$ cat src/hdl/rfpa_pkg.sv
package rfpa_pkg;

  // Field widths of the item, result and register channels
  localparam int MODE_W    = 2;
  localparam int COORD_W   = 8;
  localparam int COLOR_W   = 16;
  localparam int STATUS_W  = 2;
  localparam int CFG_IDX_W = 2;
  localparam int CFG_W     = 9;

  // Register reset values and colour constants
  localparam logic [CFG_W-1:0]   PIX_DIM_RESET = 9'd256;
  localparam logic [COLOR_W-1:0] RED_565       = 16'hF800;
  localparam logic [7:0]         KEY_HIGH      = 8'd224;
  localparam logic [7:0]         KEY_LOW       = 8'd16;

  typedef enum logic [MODE_W-1:0] {
    MODE_WRITE = 2'd0,
    MODE_KEYED = 2'd1,
    MODE_READ  = 2'd2,
    MODE_CLEAR = 2'd3
  } mode_t;

  typedef enum logic [STATUS_W-1:0] {
    ST_DONE    = 2'd0,
    ST_OOB     = 2'd1,
    ST_KEYED   = 2'd2,
    ST_CLIPPED = 2'd3
  } status_t;

  typedef enum logic [CFG_IDX_W-1:0] {
    CFG_ROTATION = 2'd0,
    CFG_MIRROR   = 2'd1,
    CFG_WIDTH    = 2'd2,
    CFG_HEIGHT   = 2'd3
  } cfg_idx_t;

  // Controller to datapath
  typedef struct packed {
    logic accept_en;
    logic map_en;
    logic addr_en;
    logic mem_en;
    logic clr_step;
    logic res_load;
  } cmd_t;

  // Datapath to controller
  typedef struct packed {
    logic req_fire;
    logic is_clear;
    logic clr_last;
    logic out_free;
  } sts_t;

endpackage

$ cat src/hdl/rfpa_ctrl.sv
module rfpa_ctrl (
  input  logic          clk,
  input  logic          rst,
  input  rfpa_pkg::sts_t sts,
  output rfpa_pkg::cmd_t cmd
);
  import rfpa_pkg::*;

  typedef enum logic [2:0] {
    S_IDLE,
    S_MAP,
    S_ADDR,
    S_MEM,
    S_CLEAR,
    S_RESULT
  } state_t;

  state_t state;

  // Advance the sequence
  always_ff @(posedge clk) begin
    if (rst) begin
      state <= S_IDLE;
    end else begin
      case (state)
        S_IDLE:   if (sts.req_fire) state <= S_MAP;
        S_MAP:    state <= sts.is_clear ? S_CLEAR : S_ADDR;
        S_ADDR:   state <= S_MEM;
        S_MEM:    state <= S_RESULT;
        S_CLEAR:  if (sts.clr_last) state <= S_RESULT;
        S_RESULT: if (sts.out_free) state <= S_IDLE;
        default:  state <= S_IDLE;
      endcase
    end
  end

  // Decode commands from the state
  always_comb begin
    cmd           = '0;
    cmd.accept_en = (state == S_IDLE);
    cmd.map_en    = (state == S_MAP);
    cmd.addr_en   = (state == S_ADDR);
    cmd.mem_en    = (state == S_MEM);
    cmd.clr_step  = (state == S_CLEAR);
    cmd.res_load  = (state == S_RESULT) && sts.out_free;
  end

endmodule

$ cat config.mk
export PLATFORM = sky130hd
export DESIGN_NAME = rfpa_ctrl
export DESIGN_NICKNAME = d
export VERILOG_FILES = /design/src/hdl/rfpa_pkg.sv /design/src/hdl/rfpa_ctrl.sv
export SDC_FILE = /design/constraint.sdc
export NUM_CORES = 1
export LEC_CHECK = 0
export ABC_AREA = 1
export BUFFER_PORTS_ARGS = -buffer_cell sky130_fd_sc_hd__buf_2
export CORE_AREA = 2 2 39 41
export DETAILED_ROUTE_END_ITERATION = 7
export DIE_AREA = 0 0 41 43
export GPL_TIMING_DRIVEN = 0
export PLACE_DENSITY = 0.39
export SLEW_MARGIN = 20
export SYNTH_ARGS = -nofsm -noshare
export SYNTH_HDL_FRONTEND = slang
export SYNTH_SLANG_ARGS = --single-unit
$ cat constraint.sdc
create_clock -name clk -period 0.8 [get_ports clk]
set_input_delay 0.16 -clock clk [delete_from_list [all_inputs] [get_ports clk]]
set_output_delay 0.16 -clock clk [all_outputs]
set_load 0.03 [all_outputs]
### Yosys cells after proc, flatten, opt, wreduce, memory -nomap -nowiden

Index checks and enable logic that the tools add are counted.

| storage, ports and cells | value |
|---|---|
| register bits after elaboration | 3 |
| input port bits | 6 |
| output and inout port bits | 6 |
| word-level logic and storage cells | 17 |

| operators by class | value |
|---|---|
| equal/unequal tests | 8 |
| multiplexer cells | 5 |
| reduce and logical (&&, ||, !) cells | 3 |

Operator list:

| cell | count |
|---|---|
| case mux 3 bit (6 select lines) | 1 |
| 2-to-1 mux 3 bit | 4 |
| == test 3 x 2 -> 1 bit (second input constant) | 2 |
| == test 3 bit (second input constant) | 2 |
| != test 2 bit (second input constant) | 3 |
| == test 3 x 1 -> 1 bit (second input constant) | 1 |
| logical NOT 3 bit | 1 |
| AND reduction 3 bit | 1 |
| logical AND 1 bit | 1 |

### Logic depth before layout (Yosys ltp)

| logic depth | value |
|---|---|
| depth after elaboration | 3 |
| gate-level depth with buffers | 5 |
| depth with buffers taken out | 5 |

### Worst setup path before layout

OpenSTA, ideal clock, no wires.

| path | value |
|---|---|
| path kind | register -> output |
| start | register state[2] |
| end | output port cmd[0] in the netlist's numbering |
| arrival | 1.485 ns |
| data required time | 0.640 ns |
| slack | -0.845 ns |
| stages on the path, launching flop included | 3 |
| path buffers | 0 |
| cell sequence | dfxtp_1 > inv_2 > nor4_1 |

RTL lines:

| what | line | RTL |
|---|---|---|
| start, declared | rfpa_ctrl.sv:18 | `state_t state;` |
| start signal, assigned | rfpa_ctrl.sv:27 | `S_MAP: state <= sts.is_clear ? S_CLEAR : S_ADDR;` |
| end, declared | rfpa_ctrl.sv:5 | `output rfpa_pkg::cmd_t cmd` |

==> impl_metrics.json <==
{
  "synth_area_leaders": "dfxtp_1, nand3_2, inv_1, nor2_1, nand2_1",
  "final_area_um2": 552,
  "synth_top_area_frac": 0.271,
  "drt_first_pass_iters": 2,
  "reg_top3": "state: 3 flops",
  "routed_via_density": 4.06,
  "clkSlewWorstSetupHoldPaths_ps": 40,
  "powerDensity_nw_per_um2": 4520,
  "numPortBuffers": 11,
  "grt_overflow_total": 0,
  "crit_top_cell": "buf_4",
  "grtUsageTotal": 0.111,
  "worstSetupPathType": "flop to output pin",
  "seq_area_frac_synth": 0.271,
  "largest_reg_flops": 3,
  "syn_nets": 42,
  "postLayoutCoreUtil": 0.399,
  "mostFrequentLayoutCell": "buf_4",
  "leakage_uw": 0.000267,
  "grt_first_pass_wirelength_um": 1280,
  "synth_cell_type_count": 12,
  "htreeDepth": 1,
  "hold_viol_final": 0,
  "die-area_um2": 1760,
  "clock_insertion_delay_worst_skew_ps": 230,
  "chipHeight_um": 43,
  "clock_path_buffers": 2,
  "violations": "setup timing",
  "syn2layout_area_growth_pct": 149,
  "fin_cells": 79,
  "grt_max_degree": 7,
  "period_share": 1.55,
  "postRouteWirelength_um": 708,
  "gp_congestion": 0.651,
  "rrSetupSlack_ps": -220,
  "synth_top_cell_by_area": "dfxtp_1",
  "pin_count": 12,
  "die_w_um": 41,
  "grt_setup_unrepaired": "yes",
  "crit_path_end_kind": "output pin",
  "critPathMaxStageDelay_ps": 370,
  "min_period_ps": 1240,
  "post_drt_wl_per_cell_um": 8.96,
  "vias": 321,
  "n_antenna_cell": 0,
  "final-max-slew-violation-count": 0,
  "hold_ws_ps": 99.6,
  "start_util": 0.160,
  "antenna_found_initial": 0,
  "synth.avg_cell_area_um2": 6.15,
  "row_count": 14,
  "ir_drop_mv": 1.26,
  "setup_tns_ps": -2780,
  "setup_viol": 9,
  "worstPathMaxFanout": 5,
  "synth_warnings": 0,
  "dp_cells": 63,
  "final_cell_mix": "buf_4, buf_6, nor2_4, inv_1, buf_2",
  "root_buffer": "clkbuf_4",
  "place_area_um2": 368,
  "crit_slowest_cell": "dfxtp_4",
  "fin_ws_ps": -443,
  "crit_required_ps": 640,
  "cts_hold_buffers": 0,
  "fmax_ghz": 0.805,
  "max_slew_margin": 0.858,
  "grt_pass1_vias": 316,
  "clock_skew_ps": 1.51,
  "tightestPinTransition_ps": 212,
  "cts_tree": "done",
  "core-area_um2": 1380,
  "drtAntennaViolNets": 0,
  "cap_violations": 0,
  "syn_area_um2": 221,
  "dp_hpwl_um": 447,
  "nets": 70,
  "crit_path_cell_trace": "buf_4 > nor3_2 > buf_4",
  "route.detailed.drc": 0,
  "top_register": "state",
  "ys_seq_elements": 3,
  "cts_sinks": 3,
  "drt_iter0_drc": 1,
  "worstHoldPathType": "input pin to flop",
  "drive_gt1_frac": 0.746,
  "startpoint_type": "flop",
  "critPathTopFamily": "flip-flops",
  "synth_cells": 36,
  "status": "complete, but fails checks",
  "cp_num_buf_inv": 2,
  "cp.arrival_ps": 1080,
  "cts-buffers-inserted": 3
}
==> cell type report <==
class	instances	area [µm²]
fill	153	832
multi-input combinational	24	201
timing repair buffer	23	186
sequential	3	71.3
inverter	9	46.3
clock buffer	4	26.3
tap	16	20.0
==> power by group <==
part | internal (µW) | switching, µW
registers | 263 | 176
clock network | 187 | 76.2
logic | 869 | 921
==> per-layer routing <==
layer  up-vias  global-route usage  routed length (µm)
li1        164                   -                   -
met3         0              0.0628                  51
met2        11               0.163                 390
met1       146               0.131                 266
met4         0              0.0400                   0
met5         -                   0                   0
==> worst paths after layout <==
path,startpoint,endpoint,cells after the start
setup / recovery,state[1],cmd[4],3
hold / removal,rst,state[1],2
setup reg to reg,state[2],state[2],6
hold reg to reg,state[2],state[1],1
==> logic make-up (layout without fill, tap and decap cells) <==
logic type	after synthesis	in the layout	synth area share
AND/OR/NAND/NOR	22	22	0.531
buffers and inverters	9	36	0.153
flip-flops	3	3	0.271
AO/OA/AOI/OAI	2	2	0.0452
==> synth_stat cells (all sizes together) <==
master and instances:
nor3 2, o21ai 2, nand2 5, nand3 4, dfxtp 3, nor4 1, nor2 9, nand4 1
inv 9
==> stage by stage <==
step / power (µW) / worst slack [ps]
after CTS: 2370 / -422
after floorplan: 1320 / -226
after global placement: 1560 / -255
after detailed placement: 1540 / -259
after global routing: 2720 / -506
final: 2490 / -443
==> what timing repair did <==
action                     CTS  global route
hold endpoints to repair     0             0
pin swaps                    4             9
resized for setup           15             5
setup endpoints to repair    9             9
buffers inserted            11             1
No activity file was read; power rests on OpenSTA's default activity.
